===== src/gsl_pkg.sv =====
`default_nettype none

package gsl_pkg;

  localparam int unsigned CntW      = 12;
  localparam int unsigned PoseW     = 3;
  localparam int unsigned CfgIndexW = 2;
  localparam int unsigned CfgDataW  = 12;

  // Register indexes of the configuration port.
  localparam logic [CfgIndexW-1:0] RegHoldSamples    = 2'd0;
  localparam logic [CfgIndexW-1:0] RegLockoutSamples = 2'd1;
  localparam logic [CfgIndexW-1:0] RegMode           = 2'd2;

  localparam logic [CntW-1:0] HoldSamplesReset    = 12'd400;
  localparam logic [CntW-1:0] LockoutSamplesReset = 12'd100;

  localparam logic ModeEnroll = 1'b0;
  localparam logic ModeVerify = 1'b1;

  localparam logic ActPose    = 1'b0;
  localparam logic ActRestart = 1'b1;

  // Pose codes; only fist through wave in are gestures.
  localparam logic [PoseW-1:0] PoseRest      = 3'd0;
  localparam logic [PoseW-1:0] PoseFist      = 3'd1;
  localparam logic [PoseW-1:0] PoseSpread    = 3'd2;
  localparam logic [PoseW-1:0] PoseWaveOut   = 3'd3;
  localparam logic [PoseW-1:0] PoseWaveIn    = 3'd4;
  localparam logic [PoseW-1:0] PoseUnknown   = 3'd5;
  localparam logic [PoseW-1:0] PoseDoubleTap = 3'd6;

  typedef struct packed {
    logic [CntW-1:0] hold_samples;
    logic [CntW-1:0] lockout_samples;
    logic            mode;
  } gsl_cfg_t;

  typedef struct packed {
    logic             gesture_captured;
    logic [PoseW-1:0] captured_code;
    logic [1:0]       entries_taken;
    logic             sequence_done;
    logic             match;
  } gsl_result_t;

endpackage

`default_nettype wire


===== src/gesture_sequence_lock.sv =====
`default_nettype none

// Gesture sequence lock. Each accepted request is one classified pose sample (or a
// session restart) and yields exactly one result; a new request is taken every
// cycle while in_ready_o is high. The sample updates the hold and lockout
// counters and the session in one pass of logic between the request handshake
// and a two-entry result queue, so results may wait on out_ready_i for two
// requests before in_ready_o drops. SEQ_LEN captures end a session: in enroll
// mode they become the stored password, in verify mode match_o reports whether
// they equal it. Write configuration only while no result is pending.
module gesture_sequence_lock
  import gsl_pkg::*;
#(
  parameter int unsigned SEQ_LEN = 3
) (
  input  wire logic        clk_i,
  input  wire logic        rst_ni,
  input  wire logic        cfg_we_i,
  input  wire logic [1:0]  cfg_index_i,
  input  wire logic [11:0] cfg_data_i,
  input  wire logic        in_valid_i,
  output logic             in_ready_o,
  input  wire logic        action_i,
  input  wire logic [2:0]  pose_i,
  output logic             out_valid_o,
  input  wire logic        out_ready_i,
  output logic             gesture_captured_o,
  output logic [2:0]       captured_code_o,
  output logic [1:0]       entries_taken_o,
  output logic             sequence_done_o,
  output logic             match_o
);

  gsl_cfg_t    cfg_q;
  gsl_result_t step_res;
  gsl_result_t out_res;
  logic        accept;

  assign accept = in_valid_i && in_ready_o;

  always_ff @(posedge clk_i or negedge rst_ni) begin
    if (!rst_ni) begin
      cfg_q.hold_samples    <= HoldSamplesReset;
      cfg_q.lockout_samples <= LockoutSamplesReset;
      cfg_q.mode            <= ModeEnroll;
    end else if (cfg_we_i) begin
      unique case (cfg_index_i)
        RegHoldSamples:    cfg_q.hold_samples    <= cfg_data_i;
        RegLockoutSamples: cfg_q.lockout_samples <= cfg_data_i;
        RegMode:           cfg_q.mode            <= cfg_data_i[0];
        default: ;
      endcase
    end
  end

  gsl_core #(
    .SEQ_LEN (SEQ_LEN)
  ) u_core (
    .clk_i    (clk_i),
    .rst_ni   (rst_ni),
    .step_i   (accept),
    .action_i (action_i),
    .pose_i   (pose_i),
    .cfg_i    (cfg_q),
    .result_o (step_res)
  );

  gsl_out_buf u_out_buf (
    .clk_i   (clk_i),
    .rst_ni  (rst_ni),
    .push_i  (accept),
    .data_i  (step_res),
    .ready_o (in_ready_o),
    .valid_o (out_valid_o),
    .pop_i   (out_valid_o && out_ready_i),
    .data_o  (out_res)
  );

  assign gesture_captured_o = out_res.gesture_captured;
  assign captured_code_o    = out_res.captured_code;
  assign entries_taken_o    = out_res.entries_taken;
  assign sequence_done_o    = out_res.sequence_done;
  assign match_o            = out_res.match;

endmodule

`default_nettype wire


===== src/gsl_core.sv =====
`default_nettype none

module gsl_core
  import gsl_pkg::*;
#(
  parameter int unsigned SEQ_LEN = 3
) (
  input  wire logic        clk_i,
  input  wire logic        rst_ni,
  input  wire logic        step_i,
  input  wire logic        action_i,
  input  wire logic [2:0]  pose_i,
  input  wire gsl_cfg_t    cfg_i,
  output gsl_result_t      result_o
);

  localparam int unsigned SeqCntW = $clog2(SEQ_LEN + 1);

  logic [PoseW-1:0]                cand_q, cand_d;
  logic [CntW-1:0]                 hold_q, hold_d;
  logic [PoseW-1:0]                last_q, last_d;
  logic [CntW-1:0]                 lock_q, lock_d;
  logic [SeqCntW-1:0]              cnt_q, cnt_d;
  logic [SEQ_LEN-1:0][PoseW-1:0]   entries_q, entries_d;
  logic [SEQ_LEN-1:0][PoseW-1:0]   stored_q, stored_d;

  logic [SEQ_LEN-1:0][PoseW-1:0]   entries_new;
  logic [CntW-1:0]                 hold_inc;
  logic [SeqCntW-1:0]              cnt_inc;
  logic                            is_gesture;
  logic                            suppressed;
  logic                            eq;

  assign is_gesture = (pose_i == PoseFist) || (pose_i == PoseSpread) ||
                      (pose_i == PoseWaveOut) || (pose_i == PoseWaveIn);
  assign hold_inc   = hold_q + CntW'(1);
  assign cnt_inc    = cnt_q + SeqCntW'(1);

  always_comb begin
    cand_d      = cand_q;
    hold_d      = hold_q;
    last_d      = last_q;
    lock_d      = lock_q;
    cnt_d       = cnt_q;
    entries_d   = entries_q;
    stored_d    = stored_q;
    entries_new = entries_q;
    suppressed  = 1'b0;
    eq          = 1'b1;
    result_o    = '0;
    result_o.entries_taken = 2'(cnt_q);

    for (int i = 0; i < SEQ_LEN; i++) begin
      if (cnt_q == SeqCntW'(i)) begin
        entries_new[i] = pose_i;
      end
    end
    for (int i = 0; i < SEQ_LEN; i++) begin
      if (stored_q[i] != entries_new[i]) begin
        eq = 1'b0;
      end
    end

    if (step_i) begin
      if (action_i == ActRestart) begin
        cand_d    = '0;
        hold_d    = '0;
        last_d    = '0;
        lock_d    = '0;
        cnt_d     = '0;
        entries_d = '0;
        result_o  = '0;
      end else if (is_gesture) begin
        // Repeats of the last capture are held off until the lockout expires.
        if ((cnt_q != '0) && (pose_i == last_q)) begin
          if (lock_q != cfg_i.lockout_samples) begin
            lock_d     = lock_q + CntW'(1);
            suppressed = 1'b1;
          end else begin
            lock_d = '0;
            last_d = '0;
          end
        end
        if (!suppressed) begin
          if (pose_i != cand_q) begin
            hold_d = '0;
            cand_d = pose_i;
          end else begin
            hold_d = hold_inc;
            if (hold_inc == cfg_i.hold_samples) begin
              entries_d = entries_new;
              last_d    = pose_i;
              hold_d    = '0;
              lock_d    = '0;
              cnt_d     = cnt_inc;
              result_o.gesture_captured = 1'b1;
              result_o.captured_code    = pose_i;
              result_o.entries_taken    = 2'(cnt_inc);
              if (cnt_inc == SeqCntW'(SEQ_LEN)) begin
                result_o.sequence_done = 1'b1;
                if (cfg_i.mode == ModeEnroll) begin
                  stored_d = entries_new;
                end else begin
                  result_o.match = eq;
                end
                // Drop the session once the sequence is complete.
                cand_d    = '0;
                hold_d    = '0;
                last_d    = '0;
                lock_d    = '0;
                cnt_d     = '0;
                entries_d = '0;
              end
            end
          end
        end
      end
    end
  end

  always_ff @(posedge clk_i or negedge rst_ni) begin
    if (!rst_ni) begin
      cand_q    <= '0;
      hold_q    <= '0;
      last_q    <= '0;
      lock_q    <= '0;
      cnt_q     <= '0;
      entries_q <= '0;
      stored_q  <= '0;
    end else begin
      cand_q    <= cand_d;
      hold_q    <= hold_d;
      last_q    <= last_d;
      lock_q    <= lock_d;
      cnt_q     <= cnt_d;
      entries_q <= entries_d;
      stored_q  <= stored_d;
    end
  end

endmodule

`default_nettype wire


===== src/gsl_out_buf.sv =====
`default_nettype none

module gsl_out_buf
  import gsl_pkg::*;
(
  input  wire logic  clk_i,
  input  wire logic  rst_ni,
  input  wire logic  push_i,
  input  wire gsl_result_t data_i,
  output logic       ready_o,
  output logic       valid_o,
  input  wire logic  pop_i,
  output gsl_result_t data_o
);

  gsl_result_t [1:0] mem_q;
  logic              wr_ptr_q, rd_ptr_q;
  logic [1:0]        count_q, count_d;

  assign ready_o = (count_q != 2'd2);
  assign valid_o = (count_q != 2'd0);
  assign data_o  = mem_q[rd_ptr_q];

  always_comb begin
    count_d = count_q;
    if (push_i && !pop_i) begin
      count_d = count_q + 2'd1;
    end else if (pop_i && !push_i) begin
      count_d = count_q - 2'd1;
    end
  end

  always_ff @(posedge clk_i or negedge rst_ni) begin
    if (!rst_ni) begin
      wr_ptr_q <= 1'b0;
      rd_ptr_q <= 1'b0;
      count_q  <= 2'd0;
    end else begin
      count_q <= count_d;
      if (push_i) begin
        wr_ptr_q <= ~wr_ptr_q;
      end
      if (pop_i) begin
        rd_ptr_q <= ~rd_ptr_q;
      end
    end
  end

  always_ff @(posedge clk_i) begin
    if (push_i) begin
      mem_q[wr_ptr_q] <= data_i;
    end
  end

endmodule

`default_nettype wire


===== config.mk =====
export PLATFORM = sky130hd
export DESIGN_NAME = gesture_sequence_lock
export DESIGN_NICKNAME = d
export VERILOG_FILES = /design/src/gsl_pkg.sv /design/src/gesture_sequence_lock.sv /design/src/gsl_core.sv /design/src/gsl_out_buf.sv
export SDC_FILE = /design/constraint.sdc
export NUM_CORES = 1
export LEC_CHECK = 0
export ABC_CLOCK_PERIOD_IN_PS = 4100
export BUFFER_PORTS_ARGS = -buffer_cell sky130_fd_sc_hd__buf_4
export CORE_MARGIN = 2
export CORE_UTILIZATION = 25
export DETAILED_ROUTE_END_ITERATION = 10
export PLACE_DENSITY_LB_ADDON = 0.15
export RECOVER_POWER = 25
export SLEW_MARGIN = 20
export SYNTH_ARGS = -nofsm -noshare
export SYNTH_HDL_FRONTEND = slang
export SYNTH_SLANG_ARGS = --single-unit

===== constraint.sdc =====
create_clock -name clk_i -period 4.1 [get_ports clk_i]
set_input_delay 0.41 -clock clk_i [delete_from_list [all_inputs] [get_ports clk_i]]
set_output_delay 0.41 -clock clk_i [all_outputs]
set_load 0.02 [all_outputs]

; ---- After elaboration in Yosys (flattened, before gate mapping)
; Cells that the tools add are included.
; Widths: inputs -> output; s select.
[word_totals]
out_inout_bits = 10
regBits = 95
[classes]
muxes = 64
n_lt_le_gt_ge = 3
eq_ne = 19
add_sub_neg = 5
reduce_logical = 28
n_bitwise = 6
[ops]
columns = op, n
row1 = $mux 12, 12
row2 = $mux 8, 9
row3 = $mux 9, 6
row4 = $mux 3, 17
row5 = $add 12x1->12 const B, 2
row6 = $mux 2, 9
row7 = $bwmux 16, 1
row8 = $eq 12x12->1, 1
row9 = $ne 12x12->1, 1
row10 = $ne 3x3->1, 4
row11 = $reduce_and 5->1, 2
row12 = $reduce_bool 2->1, 5
row13 = $mux 1, 9
row14 = $demux 8 s1, 1
row15 = $reduce_and 2->1, 4
row16 = $reduce_and 8->1, 1
row17 = $eq 2x2->1 const B, 3
row18 = $eq 3x2->1 const B, 2
row19 = $logic_and 1x1->1, 6
row20 = $ne 2x2->1 const B, 3
row21 = $not 1->1, 6
row22 = $reduce_bool 3->1, 2
row23 = $add 2x1->2 const B, 2
row24 = $eq 2x1->1 const B, 2
row25 = 10 further kinds, 15

; ---- Longest topological paths before layout
[logic_depth]
word_depth = 15
depth_mapped = 11
depth_no_buf = 9

; ---- Cells and area by module
; A second synthesis with hierarchy kept.
[unflattened]
hier_cells = 484
area_unflattened_um2 = 5286.3
[by_module_without_submodules]
columns = module, cells_per_inst, area_per_inst_um2, n_inst, seq_area_each_um2
row1 = gsl_core, 386, 3489.6, 1, 1251.2
row2 = gesture_sequence_lock, 57, 996.0, 1, 633.1
row3 = gsl_out_buf, 41, 800.8, 1, 580.6

; ---- Least setup slack after synthesis
; No wires, ideal clock.
[synth_path]
kind = register -> register
start = reg u_core.hold_q[0]
end = reg u_core.stored_q[0] (netlist name)
n_path_buf = 2
path_stages_with_launch = 12
arrival_ns = 2.638
path_slack_ns = 1.337
setup_ns = 0.125
cell_sequence = dfrtp_1 ha_1 and2_1 buf_4 xnor2_1 o32ai_1 nand3_1 a211oi_4 nand4_1 nor3b_2 buf_6 mux2_4
[synth_between]
elab_chain_len = 3
[synth_rtl]
columns = element, line
row1 = "start, declared", gsl_core.sv:20  ; logic [CntW-1:0] hold_q, hold_d;
row2 = "start signal, assigned", gsl_core.sv:132  ; hold_q <= hold_d;
row3 = $add 12x1->12, gsl_core.sv:36  ; assign hold_inc = hold_q + CntW'(1);
row4 = $eq 12x12->1, gsl_core.sv:90  ; if (hold_inc == cfg_i.hold_samples) begin
row5 = $reduce_and 8->1 (no source line), -
row6 = "end signal, assigned", gsl_core.sv:137  ; stored_q <= stored_d;
row7 = "end, declared", gsl_core.sv:25  ; logic [SEQ_LEN-1:0][PoseW-1:0] stored_q, stored_d;
; Every way passes these cells.
; A chain may end at the register's enable or synchronous reset.

; ---- Worst setup path in the final report
[layout_path]
start = reg u_core.hold_q[2]
end = reg u_core.stored_q[2] (netlist name)
; Same word-level chain as after synthesis.

==> summary.md <==
| Metric | Value |
|---|---|
| Total half-perimeter wirelength after legalization and detailed placement | `8660 um` |
| Number of cells traversed by the worst hold path | `2` |
| Total die area | `0.0216 mm2` |
| Arrival time worst endpoint | `3.47 ns` |
| CP Capture Type | `flip-flop` |
| Number of detailed-routing iterations run before antenna repair | `5` |
| Overflow left after global routing | `0` |
| Clock sink total | `95` |
| Most area-hungry cell type in the Yosys netlist | `sky130_fd_sc_hd__dfrtp_1` |
| Post-CTS Repair Setup Buffers | `0` |
| Syn-to-layout area delta | `15.9%` |
| RSZ-0062 raised after global routing | `no` |
| Diodes inserted | `0` |
| Cell at the root of the clock tree | `sky130_fd_sc_hd__clkbuf_16` |
| Largest voltage drop on the vdd net | `0.230 mV` |
| CTS tree | `yes` |
| Via density | `4.72` |
| Final number of setup-violating endpoints | `0` |
| Global placement routability congestion | `0.804` |
| H-Tree Level Count | `3` |
| Worst-case clock skew | `0.0112 ns` |
| Number of antenna violations at the first check in global routing | `0` |
| Instance count of the mapped netlist | `455` |
| Floorplan Core Area | `0.0201 mm2` |
| Slew Viols, Final | `80` |
| Chip height | `147 um` |
| Max Fanout on Critical Path | `11` |
| Antenna Violating Nets Remaining | `0` |
| Leakage power summed over all cells | `2.53 nW` |
| Iter 0 DRT Violations | `208` |
| Cells on worst reg2reg path | `9` |
| Critical path's slowest cell | `sky130_fd_sc_hd__dfrtp_1` |
| Period Utilization, post-route | `79.0%` |
| Violations in the final reports | `capacitance limit, slew limit` |
| Kind of critical path | `reg2reg` |
| CTS buffer count | `9` |
| Layout cell share with drive strength beyond 1 | `24.2%` |
| Mean routed wirelength per cell | `16.1 um` |
| CP startpoint kind | `flip-flop` |
| Crit. path cell count | `9` |
| Register area share after synthesis | `48.3%` |
| Clock latency reported for the late side of the worst-skew pair | `0.36 ns` |
| Largest cells by area after synthesis | `sky130_fd_sc_hd__dfrtp_1 36%, sky130_fd_sc_hd__edfxtp_1 9.4%, sky130_fd_sc_hd__mux2_2 8.0%, sky130_fd_sc_hd__xor2_1 5.3%, sky130_fd_sc_hd__xnor2_1 3.6%` |
| Net count of the finished layout | `514` |
| Asr flop ratio synth | `83.2%` |
| Type of the worst min-delay path | `in2reg` |
| Final instance area | `0.00591 mm2` |
| Share of the synthesized area in the top cell type | `35.8%` |
| Total buffers and inverters traversed by the critical path | `1` |
| Total of hold buffers inserted after clock tree synthesis | `0` |
| Final total negative setup slack | `0 ns` |
| Top achievable clock speed | `309 MHz` |
| Count of cells resized by post-cts repair | `0` |
| Worst-path cell chain | `nand3_1 -> or3_1 -> a211oi_2 -> nand4_2 -> a211oi_4 -> nand4_1 -> nor3b_2 -> buf_4 -> mux2_4` |
| CTS clk-pin slew, worst paths | `0.07 ns` |
| Aggregate routed wire length | `12200 um` |
| Average footprint of a synthesized cell | `11.2 um2` |
| Horizontal die dimension | `147 um` |
| Slew at the pin closest to its max-slew limit | `2.07 ns` |
| Area of combinational cells with multiple inputs | `0.00250 mm2` |
| Number of hold violations in the final report | `0` |
| Pin count of the biggest net entering global routing | `80` |
| FF+latch area | `0.00246 mm2` |
| Count of flip-flops with a built-in enable after synthesis | `16` |
| IO Port Bufs | `32` |
| Number of warnings reported in the yosys synthesis log | `0` |
| Run status | `finished with violations` |
| Fin util | `29.4%` |
| Syn Nets | `486` |
| Distinct cell type count after synthesis | `57` |
| Remaining max-slew budget at the tightest pin | `-37.9%` |
| Pwr per Cell Area | `480 mW/mm2` |
| Maximum buffer depth of the clock tree | `2` |
| Placed Area | `0.00561 mm2` |
| Vias in the first global route | `3697` |
| Cell family with the largest share of critical-path delay | `simple AND/OR/NAND/NOR gates` |
| Number of flip-flops and latches in the synthesized netlist | `95` |
| Placement Rows | `52` |
| Via count | `3576` |
| Reg2reg setup slack | `0.86 ns` |
| Clock period minus worst slack | `3.24 ns` |
| Area of the mapped netlist | `0.00510 mm2` |
| Fill cell total of the finished layout | `2073` |
| Primary FF master, synth | `sky130_fd_sc_hd__dfrtp_1` |
| Remaining routing DRC violations | `0` |
| First-pass GRT wire length | `20200 um` |
| Required time of the worst setup path | `4.33 ns` |
| Effective utilization at floorplan | `25.4%` |
| Overall Global Routing Usage | `12.0%` |
| Boundary pin count | `33` |
| Peak per-stage delay on the critical path | `0.50 ns` |
| Max capacitance violation total | `1` |
## registers in the layout, summed over array words and instances (netlist names)
| signal | cells |
|---|---|
| u_core.cand_q | 3 |
| cfg_q | 25 |
| u_out_buf.mem_q | 16 |
| u_out_buf.wr_ptr_q | 1 |
| u_core.stored_q | 9 |
| u_out_buf.count_q | 2 |
| u_core.last_q | 3 |
| u_core.hold_q | 12 |
| u_core.lock_q | 12 |
| u_core.cnt_q | 2 |
| u_core.entries_q | 9 |
| u_out_buf.rd_ptr_q | 1 |
## cells in the final DEF (no fill, tap or decap), types with 3 or more instances in the layout
cell / n
sky130_fd_sc_hd__nand4_1: 6
sky130_fd_sc_hd__nor3_1: 5
sky130_fd_sc_hd__a211oi_1: 3
sky130_fd_sc_hd__xnor2_1: 21
sky130_fd_sc_hd__edfxtp_1: 16
sky130_fd_sc_hd__clkbuf_16: 9
sky130_fd_sc_hd__dfstp_2: 6
sky130_fd_sc_hd__nand2_1: 36
sky130_fd_sc_hd__and2_1: 9
sky130_fd_sc_hd__and3_1: 8
sky130_fd_sc_hd__inv_1: 8
sky130_fd_sc_hd__nand2b_1: 12
sky130_fd_sc_hd__mux2_4: 9
sky130_fd_sc_hd__o21ai_0: 15
sky130_fd_sc_hd__a21oi_1: 12
sky130_fd_sc_hd__a21o_1: 11
sky130_fd_sc_hd__nor2b_1: 3
sky130_fd_sc_hd__nand3_1: 11
sky130_fd_sc_hd__xor2_1: 31
sky130_fd_sc_hd__a22o_1: 11
sky130_fd_sc_hd__o21ai_1: 5
sky130_fd_sc_hd__dfrtp_1: 73
sky130_fd_sc_hd__nor2_1: 24
sky130_fd_sc_hd__a31oi_1: 8
sky130_fd_sc_hd__nor4_1: 7
sky130_fd_sc_hd__mux2_2: 36
sky130_fd_sc_hd__ha_1: 8
sky130_fd_sc_hd__buf_4: 35
sky130_fd_sc_hd__mux2i_1: 3
sky130_fd_sc_hd__or3_1: 4
## worst register-to-register path, stage by stage (launching register included)
cell	delay, ns
sky130_fd_sc_hd__dfrtp_1	0.50
sky130_fd_sc_hd__nand3_1	0.38
sky130_fd_sc_hd__or3_1	0.47
sky130_fd_sc_hd__a211oi_2	0.26
sky130_fd_sc_hd__nand4_2	0.17
sky130_fd_sc_hd__a211oi_4	0.43
sky130_fd_sc_hd__nand4_1	0.18
sky130_fd_sc_hd__nor3b_2	0.17
sky130_fd_sc_hd__buf_4	0.24
sky130_fd_sc_hd__mux2_4	0.32
## cells in the mapped netlist (5+ instances only)
| cell | number |
|---|---|
| sky130_fd_sc_hd__nor3_1 | 5 |
| sky130_fd_sc_hd__nand2b_1 | 12 |
| sky130_fd_sc_hd__edfxtp_1 | 16 |
| sky130_fd_sc_hd__ha_1 | 8 |
| sky130_fd_sc_hd__mux2_2 | 36 |
| sky130_fd_sc_hd__o21ai_1 | 5 |
| sky130_fd_sc_hd__dfrtp_1 | 73 |
| sky130_fd_sc_hd__xor2_1 | 31 |
| sky130_fd_sc_hd__mux2_4 | 9 |
| sky130_fd_sc_hd__nand3_1 | 11 |
| sky130_fd_sc_hd__dfstp_2 | 6 |
| sky130_fd_sc_hd__a22o_1 | 11 |
| sky130_fd_sc_hd__nand2_1 | 36 |
| sky130_fd_sc_hd__xnor2_1 | 21 |
| sky130_fd_sc_hd__a21oi_1 | 12 |
| sky130_fd_sc_hd__buf_2 | 9 |
| sky130_fd_sc_hd__clkbuf_1 | 6 |
| sky130_fd_sc_hd__nor2_1 | 24 |
| sky130_fd_sc_hd__a31oi_1 | 8 |
| sky130_fd_sc_hd__nor4_1 | 7 |
| sky130_fd_sc_hd__and3_1 | 8 |
| sky130_fd_sc_hd__and2_1 | 9 |
| sky130_fd_sc_hd__o21ai_0 | 15 |
| sky130_fd_sc_hd__nand4_1 | 6 |
| sky130_fd_sc_hd__inv_1 | 8 |
| sky130_fd_sc_hd__a21o_1 | 11 |
## through the flow
stage                     setup WS (ns)  hold slack (ns)  power [W]  cells
after floorplan                    1.34            0.114    0.00172    455
after global placement             1.00            0.459    0.00197    742
after detailed placement          0.852            0.467    0.00198    742
after CTS                         0.836            0.281    0.00288    758
after global routing              0.548            0.297    0.00300    758
final                             0.861            0.308    0.00283    758
## cell families after synthesis
group                    share of synthesized area (%)
multiplexers                                      11.2
AND/OR/NAND/NOR                                   15.4
XOR/XNOR                                          8.93
flip-flops                                        48.3
buffers and inverters                             2.58
adder cells (fa/ha/maj)                           1.96
AO/OA/AOI/OAI                                     11.6
## report_power, final
part           internal, W  switching [W]
combinational     0.000326       0.000414
sequential         0.00110       0.000101
clock             0.000494       0.000395
## cell type report
type | instances | share of cell area (%)
sequential | 95 | 41.7
timing repair buffer | 36 | 4.53
clock inverter | 6 | 1.12
multi-input combinational | 333 | 42.4
clock buffer | 10 | 4.04
tap | 270 | 5.72
inverter | 8 | 0.508
## worst paths after layout
kind	start	endpoint
worst min register to register	u_core.entries_q[0]	u_core.entries_q[0]
min in group asynchronous	rst_ni	u_out_buf.count_q[1]
worst min-delay path	cfg_data_i[4]	cfg_q[5]
worst max-delay path	u_core.hold_q[2]	u_core.stored_q[2]
max in group asynchronous	rst_ni	cfg_q[23]
worst max register to register	u_core.hold_q[2]	u_core.stored_q[2]
## layer usage
metal	up-vias	routed length, um	GRT usage (%)	share of wire, %
li1	1693	-	-	-
met1	1805	5850	15.7	48
met2	66	5720	19.5	47
met3	12	414	2.80	3.4
met4	0	192	4.03	1.6
met5	-	0	0	0
Note: power is estimated with default switching activity, not from simulation.
